$ cat src/hdl/obclm_pkg.sv
package obclm_pkg;
	localparam int TableDepthDefault = 64;

	typedef enum logic [1:0] {
		CODE_STATUS  = 2'd0,
		CODE_FULL    = 2'd1,
		CODE_UNKNOWN = 2'd2
	} code_t;

	typedef enum logic [1:0] {
		ST_NORMAL  = 2'd0,
		ST_LOCKED  = 2'd1,
		ST_CROSSED = 2'd2
	} book_t;

	localparam logic KIND_ADD    = 1'b0;
	localparam logic KIND_MODIFY = 1'b1;

	typedef struct packed {
		logic        kind;
		logic [31:0] order_id;
		logic        order_side;
		logic [31:0] order_price;
		logic [31:0] new_size;
		logic [30:0] event_time;
	} in_item_t;

	typedef struct packed {
		logic [1:0]  report_code;
		logic [1:0]  book_state;
		logic [31:0] best_bid_price;
		logic [31:0] best_ask_price;
		logic [30:0] report_time;
	} out_item_t;

	typedef struct packed {
		logic load;
		logic scan_start;
		logic scan_step;
		logic apply;
		logic eval;
	} dp_cmd_t;

	typedef struct packed {
		logic scan_last;
		logic report;
	} dp_sts_t;
endpackage

$ cat src/hdl/obclm_ram.sv
module obclm_ram #(
	parameter int Width = 32,
	parameter int Depth = 64
) (
	input  logic                     clk,
	input  logic                     we,
	input  logic [$clog2(Depth)-1:0] waddr,
	input  logic [Width-1:0]         wdata,
	input  logic [$clog2(Depth)-1:0] raddr,
	output logic [Width-1:0]         rdata
);
	logic [Width-1:0] mem_q [Depth];

	always_ff @(posedge clk) begin
		if (we) begin
			mem_q[waddr] <= wdata;
		end
		rdata <= mem_q[raddr];
	end
endmodule

$ cat src/hdl/obclm_datapath.sv
module obclm_datapath #(
	parameter int TableDepth = obclm_pkg::TableDepthDefault
) (
	input  logic                 clk,
	input  logic                 arst_n,
	input  obclm_pkg::in_item_t  in_item,
	input  obclm_pkg::dp_cmd_t   cmd,
	output obclm_pkg::dp_sts_t   sts,
	output obclm_pkg::out_item_t result
);
	import obclm_pkg::*;

	localparam int AW = $clog2(TableDepth);

	in_item_t         item_q;
	logic [TableDepth-1:0] valid_q;
	logic [AW-1:0]    raddr_q;
	logic [AW-1:0]    addr_d1_q;
	logic             rd_live_q;
	logic             hit_q;
	logic [AW-1:0]    hit_idx_q;
	logic             have_bid_q, have_ask_q;
	logic [31:0]      bid_q, ask_q;
	book_t            status_q;
	logic             report_q;
	out_item_t        result_q;

	logic [31:0] id_rd, price_rd;
	logic [0:0]  side_rd;
	logic        ram_we;
	logic [AW-1:0] waddr;
	logic [31:0] wid, wprice;
	logic        wside;
	logic        free_found;
	logic [AW-1:0] free_idx;
	logic        entry_ok;
	book_t       want;

	always_comb begin
		free_found = 1'b0;
		free_idx = '0;
		for (int i = TableDepth - 1; i >= 0; i--) begin
			if (!valid_q[i]) begin
				free_found = 1'b1;
				free_idx = AW'(i);
			end
		end
	end

	assign ram_we = cmd.apply && ((item_q.kind == KIND_ADD) ? free_found :
		(hit_q && item_q.new_size != 32'd0));
	assign waddr  = (item_q.kind == KIND_ADD) ? free_idx : hit_idx_q;
	assign wid    = item_q.order_id;
	assign wprice = item_q.order_price;
	assign wside  = item_q.order_side;

	obclm_ram #(.Width(32), .Depth(TableDepth)) u_id (
		.clk, .we(ram_we && item_q.kind == KIND_ADD), .waddr, .wdata(wid),
		.raddr(raddr_q), .rdata(id_rd));
	obclm_ram #(.Width(32), .Depth(TableDepth)) u_price (
		.clk, .we(ram_we), .waddr, .wdata(wprice), .raddr(raddr_q), .rdata(price_rd));
	obclm_ram #(.Width(1), .Depth(TableDepth)) u_side (
		.clk, .we(ram_we && item_q.kind == KIND_ADD), .waddr, .wdata(wside),
		.raddr(raddr_q), .rdata(side_rd));

	assign entry_ok = rd_live_q && valid_q[addr_d1_q];

	always_comb begin
		if (!have_bid_q || !have_ask_q || ask_q > bid_q) begin
			want = ST_NORMAL;
		end else if (ask_q < bid_q) begin
			want = ST_CROSSED;
		end else begin
			want = ST_LOCKED;
		end
	end

	always_ff @(posedge clk or negedge arst_n) begin
		if (!arst_n) begin
			valid_q   <= '0;
			raddr_q   <= '0;
			addr_d1_q <= '0;
			rd_live_q <= 1'b0;
			hit_q     <= 1'b0;
			hit_idx_q <= '0;
			have_bid_q <= 1'b0;
			have_ask_q <= 1'b0;
			status_q  <= ST_NORMAL;
			report_q  <= 1'b0;
		end else begin
			rd_live_q <= cmd.scan_step;
			addr_d1_q <= raddr_q;
			if (cmd.scan_start) begin
				raddr_q    <= '0;
				hit_q      <= 1'b0;
				have_bid_q <= 1'b0;
				have_ask_q <= 1'b0;
			end else begin
				if (cmd.scan_step && raddr_q != AW'(TableDepth - 1)) begin
					raddr_q <= raddr_q + 1'b1;
				end
				if (entry_ok) begin
					if (!hit_q && id_rd == item_q.order_id) begin
						hit_q     <= 1'b1;
						hit_idx_q <= addr_d1_q;
					end
					if (side_rd[0]) begin
						if (!have_ask_q || price_rd < ask_q) ask_q <= price_rd;
						have_ask_q <= 1'b1;
					end else begin
						if (!have_bid_q || price_rd > bid_q) bid_q <= price_rd;
						have_bid_q <= 1'b1;
					end
				end
			end
			if (cmd.apply) begin
				if (item_q.kind == KIND_ADD && free_found) begin
					valid_q[free_idx] <= 1'b1;
				end else if (item_q.kind == KIND_MODIFY && hit_q &&
					item_q.new_size == 32'd0) begin
					valid_q[hit_idx_q] <= 1'b0;
				end
			end
			report_q <= 1'b0;
			if (cmd.apply) begin
				if (item_q.kind == KIND_ADD ? !free_found : !hit_q) begin
					report_q <= 1'b1;
				end
			end
			if (cmd.eval) begin
				if (want == ST_NORMAL && status_q != ST_NORMAL) begin
					status_q <= ST_NORMAL;
					report_q <= 1'b1;
				end else if (want != ST_NORMAL && status_q == ST_NORMAL) begin
					status_q <= want;
					report_q <= 1'b1;
				end
			end
		end
	end

	always_ff @(posedge clk) begin
		if (cmd.load) begin
			item_q <= in_item;
		end
		if (cmd.apply) begin
			result_q.report_code    <= (item_q.kind == KIND_ADD) ? CODE_FULL : CODE_UNKNOWN;
			result_q.book_state     <= status_q;
			result_q.best_bid_price <= '0;
			result_q.best_ask_price <= '0;
			result_q.report_time    <= item_q.event_time;
		end
		if (cmd.eval) begin
			result_q.report_code    <= CODE_STATUS;
			result_q.book_state     <= want;
			result_q.best_bid_price <= (want == ST_NORMAL) ? 32'd0 : bid_q;
			result_q.best_ask_price <= (want == ST_NORMAL) ? 32'd0 : ask_q;
			result_q.report_time    <= item_q.event_time;
		end
	end

	assign sts.scan_last = !cmd.scan_step && !rd_live_q;
	assign sts.report    = report_q;
	assign result        = result_q;
endmodule

$ cat src/hdl/obclm_ctrl.sv
module obclm_ctrl #(
	parameter int TableDepth = obclm_pkg::TableDepthDefault
) (
	input  logic               clk,
	input  logic               arst_n,
	input  logic               in_valid,
	output logic               in_ready,
	output logic               out_valid,
	input  logic               out_ready,
	output obclm_pkg::dp_cmd_t cmd,
	input  obclm_pkg::dp_sts_t sts
);
	import obclm_pkg::*;

	localparam int CW = $clog2(TableDepth + 1);

	typedef enum logic [2:0] {
		S_IDLE, S_FIND, S_APPLY, S_CHECK, S_SCAN, S_EVAL, S_DECIDE, S_OUT
	} state_t;

	state_t        state_q;
	logic [CW-1:0] cnt_q;

	assign in_ready  = (state_q == S_IDLE);
	assign out_valid = (state_q == S_OUT);

	always_comb begin
		cmd = '0;
		cmd.load       = (state_q == S_IDLE) && in_valid;
		cmd.scan_start = cmd.load || (state_q == S_APPLY);
		cmd.scan_step  = (state_q == S_FIND || state_q == S_SCAN) &&
			cnt_q != CW'(TableDepth);
		cmd.apply      = (state_q == S_APPLY);
		cmd.eval       = (state_q == S_EVAL);
	end

	always_ff @(posedge clk or negedge arst_n) begin
		if (!arst_n) begin
			state_q <= S_IDLE;
			cnt_q   <= '0;
		end else begin
			case (state_q)
				S_IDLE: begin
					cnt_q <= '0;
					if (in_valid) state_q <= S_FIND;
				end
				S_FIND, S_SCAN: begin
					if (cnt_q != CW'(TableDepth)) begin
						cnt_q <= cnt_q + 1'b1;
					end else if (sts.scan_last) begin
						cnt_q   <= '0;
						state_q <= (state_q == S_FIND) ? S_APPLY : S_EVAL;
					end
				end
				S_APPLY: state_q <= S_CHECK;
				S_CHECK: state_q <= sts.report ? S_OUT : S_SCAN;
				S_EVAL:  state_q <= S_DECIDE;
				S_DECIDE: state_q <= sts.report ? S_OUT : S_IDLE;
				S_OUT:   if (out_ready) state_q <= S_IDLE;
				default: state_q <= S_IDLE;
			endcase
		end
	end
endmodule

$ cat src/hdl/order_book_cross_lock_monitor.sv
// Flow: a status result follows two scans of the order table, a rejected item's result
// follows one; each scan reads the table RAMs through registered read ports on one shared
// read address (id match first, then best prices).
// Throughput: one item at a time; in_ready is high only in idle, so a new item waits until
// the last one is done and any result that it gave has been taken.
// Reset: arst_n clears valid bits and book status to normal; table RAMs need none.
module order_book_cross_lock_monitor #(
	parameter int TABLE_DEPTH = obclm_pkg::TableDepthDefault
) (
	input  logic                 clk,
	input  logic                 arst_n,
	input  logic                 in_valid,
	output logic                 in_ready,
	input  obclm_pkg::in_item_t  in_data,
	output logic                 out_valid,
	input  logic                 out_ready,
	output obclm_pkg::out_item_t out_data
);
	import obclm_pkg::*;

	dp_cmd_t cmd;
	dp_sts_t sts;

	obclm_ctrl #(.TableDepth(TABLE_DEPTH)) u_ctrl (
		.clk, .arst_n, .in_valid, .in_ready, .out_valid, .out_ready, .cmd, .sts);

	obclm_datapath #(.TableDepth(TABLE_DEPTH)) u_dp (
		.clk, .arst_n, .in_item(in_data), .cmd, .sts, .result(out_data));

	assert property (@(posedge clk) disable iff (!arst_n) !(in_ready && out_valid))
		else $error("input taken while result pending");
	assert property (@(posedge clk) disable iff (!arst_n)
		out_valid && !out_ready |=> out_valid && $stable(out_data))
		else $error("result dropped");
	assert property (@(posedge clk) disable iff (!arst_n)
		out_valid && out_data.report_code == CODE_STATUS |->
		out_data.book_state != ST_NORMAL ||
		(out_data.best_bid_price == 32'd0 && out_data.best_ask_price == 32'd0))
		else $error("normal report carries prices");
endmodule
$ cat config.mk
export PLATFORM = sky130hd
export DESIGN_NAME = order_book_cross_lock_monitor
export DESIGN_NICKNAME = d
export VERILOG_FILES = /design/src/hdl/obclm_pkg.sv /design/src/hdl/obclm_ram.sv /design/src/hdl/obclm_datapath.sv /design/src/hdl/obclm_ctrl.sv /design/src/hdl/order_book_cross_lock_monitor.sv
export SDC_FILE = /design/constraint.sdc
export NUM_CORES = 2
export LEC_CHECK = 0
export BUFFER_PORTS_ARGS = -buffer_cell sky130_fd_sc_hd__buf_4
export CELL_PAD_IN_SITES_DETAIL_PLACEMENT = 0
export CELL_PAD_IN_SITES_GLOBAL_PLACEMENT = 2
export CORE_ASPECT_RATIO = 1.1
export CORE_MARGIN = 10
export CORE_UTILIZATION = 38
export CTS_BUF_LIST = sky130_fd_sc_hd__clkbuf_8
export DETAILED_ROUTE_END_ITERATION = 16
export PLACE_DENSITY = 0.71
export SYNTH_ARGS = -nofsm -noshare
export SYNTH_HDL_FRONTEND = slang
export SYNTH_MEMORY_MAX_BITS = 65536
export SYNTH_SLANG_ARGS = --single-unit
$ cat constraint.sdc
create_clock -name clk -period 10.1 [get_ports clk]
set_clock_uncertainty 0.15 [all_clocks]
set_input_delay 2.02 -clock clk [delete_from_list [all_inputs] [get_ports clk]]
set_output_delay 2.02 -clock clk [all_outputs]
set_load 0.01 [all_outputs]
Yosys cells after proc, flatten, opt, wreduce, memory -nomap -nowiden. Memories as Yosys holds them, arrays and structs flattened. A register that Yosys moved wholly into a read port is not among the register bits. Cells that the tools add are included.

Multipliers: 0. Reduce and logical (&&, ||, !) cells: 54. Muxes and demuxes: 179. $add $sub $neg: 2. $lt $le $gt $ge: 9. Bitwise gates (word level): 6. Shift operators: 0. Eq/ne operators: 16. Divide/modulo/power cells: 0.

Operator list (count): two-way mux 6 bit (67); two-way mux 97 bit (2); two-way mux 64 bit (2); two-way mux 1 bit (87); AND 64 bit (1); > comparator 32 bit (2); < comparator 32 bit (2); two-way mux 32 bit (2); NOT 64 bit (1); bitwise OR 64 bit (1); == test 32 bit (1); zero test 32 bit (1); nonzero test 32 bit (1); < comparator 6 x 7 -> 1 bit, second input constant (3); case mux 3 bit (7 select lines) (1); nonzero test 2 bit (10); two-way mux 3 bit (6); logical AND 1 bit (16); two-way mux 7 bit (2); case mux 7 bit (2 select lines) (1); demux 1 bit (select 6 bit) (2); == test 3 bit, second input constant (4); >= comparator 6 x 1 -> 1 bit, second input constant (2); two-way mux 2 bit (6); 20 further kinds (43).

Input bits: 133. Register bits: 391. Memories: 3. Logic and storage cells: 294. RAM bits: 4160. Memory bits (read-only): 0. Latch bits: 0.

Memory list: u_dp.u_id.mem_q (words 64, bits a word 32, read ports 1, clocked after memory_dff 1, wr ports 1, RTL line obclm_ram.sv:12) `logic [Width-1:0] mem_q [Depth];`; u_dp.u_price.mem_q (words 64, bits a word 32, read ports 1, clocked after memory_dff 1, wr ports 1, RTL line obclm_ram.sv:12); u_dp.u_side.mem_q (words 64, bits a word 1, read ports 1, clocked after memory_dff 1, wr ports 1, RTL line obclm_ram.sv:12).

Logic depth before layout (Yosys ltp).
Depth after elaboration: 71. Mapped depth: 13.

Cells and area by module. From an unflattened synthesis, not the netlist that was laid out.

Cells, all modules: 8240. Area, all modules: 177923.1 um^2.

Modules (own cells, without submodules): obclm_ram at u_dp.u_id ... (instances 2, area each 78515.3 um^2, cells each 3324, sequential area each 62139.6 um^2); obclm_datapath (instances 1, area each 17301.6 um^2, cells each 1314, sequential area each 10975.5 um^2); obclm_ram at u_dp.u_side (instances 1, area each 2914.0 um^2, cells each 204, sequential area each 1941.9 um^2); obclm_ctrl (instances 1, area each 676.9 um^2, cells each 74, sequential area each 250.2 um^2).

Worst setup path after synthesis. Ideal clock, no wire load.

Path type: in2reg. From: input port in_valid. To: register u_dp.ask_q[0] (enable). Library setup time: 595 ps. Slack: 125 ps. Cell stages on the path: 4. Data arrival time: 9230 ps. Data required time: 9355 ps. Path through: and2_1 > nor2_1 > nand3_1 > a2111oi_0.

Longest elaborated chain between the ends: 4.

Ends and longest elaborated chain: start, declared (RTL line order_book_cross_lock_monitor.sv:12) `input logic in_valid,`; logical AND 1 bit (RTL line obclm_ctrl.sv:29) `cmd.load = (state_q == S_IDLE) && in_valid;`; logical OR 1 bit (RTL line obclm_ctrl.sv:30) `cmd.scan_start = cmd.load || (state_q == S_APPLY);`; NOT 1 bit (no line); AND reduction 5 bit (no line); end signal, assigned (RTL line obclm_datapath.sv:108) `if (!have_ask_q || price_rd < ask_q) ask_q <= price_rd;`; end, declared (RTL line obclm_datapath.sv:23) `logic [31:0] bid_q, ask_q;`.

No other way between the ends. A chain may end at the register's enable or synchronous reset.

Worst setup path after layout.
From: register u_dp.item_q, in the netlist u_dp.wid[25]. To: register u_dp.hit_idx_q[3].

Longest elaborated chain between the ends: 3.

Ends and longest elaborated chain: start, declared (RTL line obclm_datapath.sv:15) `in_item_t item_q;`; start signal, assigned (RTL line obclm_datapath.sv:144) `item_q <= in_item;`; == test 32 bit (RTL line obclm_datapath.sv:103) `if (!hit_q && id_rd == item_q.order_id) begin`; logical AND 1 bit (RTL line obclm_datapath.sv:103); AND reduction 3 bit (no line); end signal, assigned (RTL line obclm_datapath.sv:105) `hit_idx_q <= addr_d1_q;`; end, declared (RTL line obclm_datapath.sv:21) `logic [AW-1:0] hit_idx_q;`.

No other way between the ends.

==> results.json <==
{
  "status": "finished, final reports clean",
  "critPathCaptureType": "register",
  "period_share_pct": 47.99,
  "critPathTopFamily": "simple AND/OR/NAND/NOR gates",
  "grt_pass1_vias": 87600,
  "synth_seq_cells": 4616,
  "grt_pass1_wl_um": 640100,
  "synth_most_common_cell": "edfxtp_1",
  "layout-drive-gt1-share_pct": 33.03,
  "syn_area_per_cell_um2": 23.69,
  "root_buffer": "clkbuf_8",
  "slowest_stage": "nor4_1",
  "detail-route-antenna-nets": 0,
  "hold_viol": 0,
  "routed-via-count": 83290,
  "synth_fp_nets": 7707,
  "synth-async-reset-ratio_pct": 2.145,
  "synthFlopType": "edfxtp_1",
  "port_buffers": 233,
  "die_area_mm2": 0.4936,
  "netlist_instances": 7474,
  "rsz0062_at_grt": "no",
  "tns_ns": 0,
  "synth_area_leaders": "edfxtp_1, mux4_2, dfrtp_1, dfxtp_1, ha_1",
  "cts_setup_buffers": 0,
  "die_y_um": 735.9,
  "worstPathRequired_ns": 11.06,
  "rows": 262,
  "antenna_found_initial": 20,
  "final_area_mm2": 0.2012,
  "min_period_ns": 4.847,
  "cap_viol_max_count": 0,
  "yosysUniqueCellTypes": 79,
  "yosys.area.top_type_share_pct": 75.48,
  "drtPass1Iterations": 6,
  "wl_per_cell_um": 29.67,
  "crit_chain": "buf_4 > xor2_1 > nor4_1 > nand4_1 > nor4_1 > buf_4 > nand4_1 > mux2_2",
  "initial_core_util_pct": 38.19,
  "core_mm2": 0.4635,
  "r2r_cells": 8,
  "cts_hold_buf": 0,
  "min_path_type": "reg2reg",
  "fmax_ghz": 0.2063,
  "wirelength_um": 448100,
  "die_w_um": 670.8,
  "yosys_warnings": 0,
  "htreeDepth": 6,
  "cts_buffers": 713,
  "dp_hpwl_um": 248100,
  "p_leak_nw": 62.62,
  "ctsResizeCount": 0,
  "grt-ovfl-total": 0,
  "crit_type": "reg2reg",
  "hold-path-cell-count": 0,
  "clock_latency_ns": 1.24,
  "worst-path-stages": 8,
  "final_nets": 8550,
  "finalSetupViolations": 0,
  "crit_fanout": 65,
  "arrival_ns": 5.81,
  "cpPeakStageDelay_ns": 1.07,
  "vias_per_cell": 5.515,
  "maxSlewHeadroom_pct": 10.95,
  "power_density_mw_per_mm2": 239.2,
  "drc": 0,
  "ios": 234,
  "slew_viol_final": 0,
  "clkTransAtPathRegs_ns": 0.06,
  "ir_drop_v": 0.0002198,
  "cts.sinks": 4616,
  "synth_top_area_cell": "edfxtp_1",
  "ys_seq_area_share_pct": 77.64,
  "max_slew.worst_pin.slew_ns": 1.329,
  "gr-usage-all-layers_pct": 17.69,
  "path_buf_inv": 2,
  "drt_iter0_drc": 8229,
  "syn-cell-area_mm2": 0.1770,
  "clock_path_buffers": 4,
  "cts_tree": "built",
  "start_kind": "register",
  "area_delta_synth_final_pct": 13.66,
  "synth_edf_count": 4450,
  "grt_start_max_net_pins": 139,
  "gp_congestion": 0.8035,
  "dpl_cell_area_mm2": 0.1881,
  "synthTopCellsByCount": "edfxtp_1, mux4_2, clkbuf_1, o21ai_0, nor3_1"
}
cell usage in the layout, fill, tap and decap left out, drive strengths merged, types with 98 or more instances in the layout:
cell / netlist / final
buf: 158 / 490
clkbuf: 204 / 754
clkinv: 0 / 196
dfrtp: 99 / 99
edfxtp: 4450 / 4450
ha: 100 / 100
inv: 86 / 397
mux4: 1380 / 1380
nand2: 98 / 98
nor2: 109 / 109
nor3: 149 / 149
o21ai: 162 / 162
metal layers:
layer,global-route usage (%),up-vias,share of wire (%)
met4,5.259,4,2.8
met2,30.61,3034,51
li1,-,33940,-
met3,2.713,729,5.9
met5,0,-,0.0071
met1,23.21,45590,40
area by class of cell:
class	instances	area [um2]
multi-input combinational	2410	38600
fill	39480	262300
clock inverter	534	2751
timing repair buffer	490	3916
clock buffer	754	10380
sequential	4616	137500
tap	6204	7762
inverter	86	322.8
antenna	9	22.52
where the power goes:
| part | switching, mW | internal (mW) |
|---|---|---|
| Sequential | 0.487 | 21.9 |
| Clock | 7.26 | 7.22 |
| Combinational | 5.98 | 5.31 |
logic make-up after synthesis:
logic type	after synthesis	synth area share (%)
AOI/OAI and AO/OA	316	1.107
xor gates and xnor gates	40	0.1979
adders and majority gates	101	0.7124
buffers and inverters	448	1.065
DFF	4616	77.64
muxes	1399	17.67
and+or+nand+nor	554	1.613
state kept, by name (all words and copies together), names as in the netlist, 3 cells and up:
name	cells
u_dp.wid	32
u_dp.u_id.mem_q	2048
u_dp.hit_idx_q	6
u_ctrl.state_q	3
u_dp.u_id.rdata	32
u_dp.u_price.rdata	32
u_dp.bid_q	32
u_dp.ask_q	32
u_dp.u_price.mem_q	2048
u_dp.raddr_q	6
u_dp.addr_d1_q	6
u_dp.item_q	64
u_dp.result	99
u_ctrl.cnt_q	7
u_dp.wprice	32
u_dp.u_side.mem_q	64
u_dp.valid_q	64
per-stage QoR:
stage               power (mW)  hold slack (ns)  util (%)  worst slack, ns  instances
floorplan                30.43           0.2019         -           0.1254       7474
global placement         34.15           0.2506     40.57            5.176      13810
detailed placement       34.32           0.2545     40.57            5.159      13810
CTS                      48.76           0.2666     43.41            5.142      15090
global route             50.07           0.2727     43.41            5.176      15100
finish                   48.14           0.2694     43.41            5.253      15100
worst paths after layout:
kind	to	from	slack, ns
min in group asynchronous	u_dp.valid_q[44]	arst_n	0.72
setup reg to reg	u_dp.hit_idx_q[3]	u_dp.wid[25]	5.25
hold reg to reg	u_dp.result[17]	u_dp.item_q[17]	0.27
max in group asynchronous	u_dp.raddr_q[5]	arst_n	7.78
setup / recovery	u_dp.hit_idx_q[3]	u_dp.wid[25]	5.25
hold / removal	u_dp.result[17]	u_dp.item_q[17]	0.27
Power figures use the tool's default switching activity.
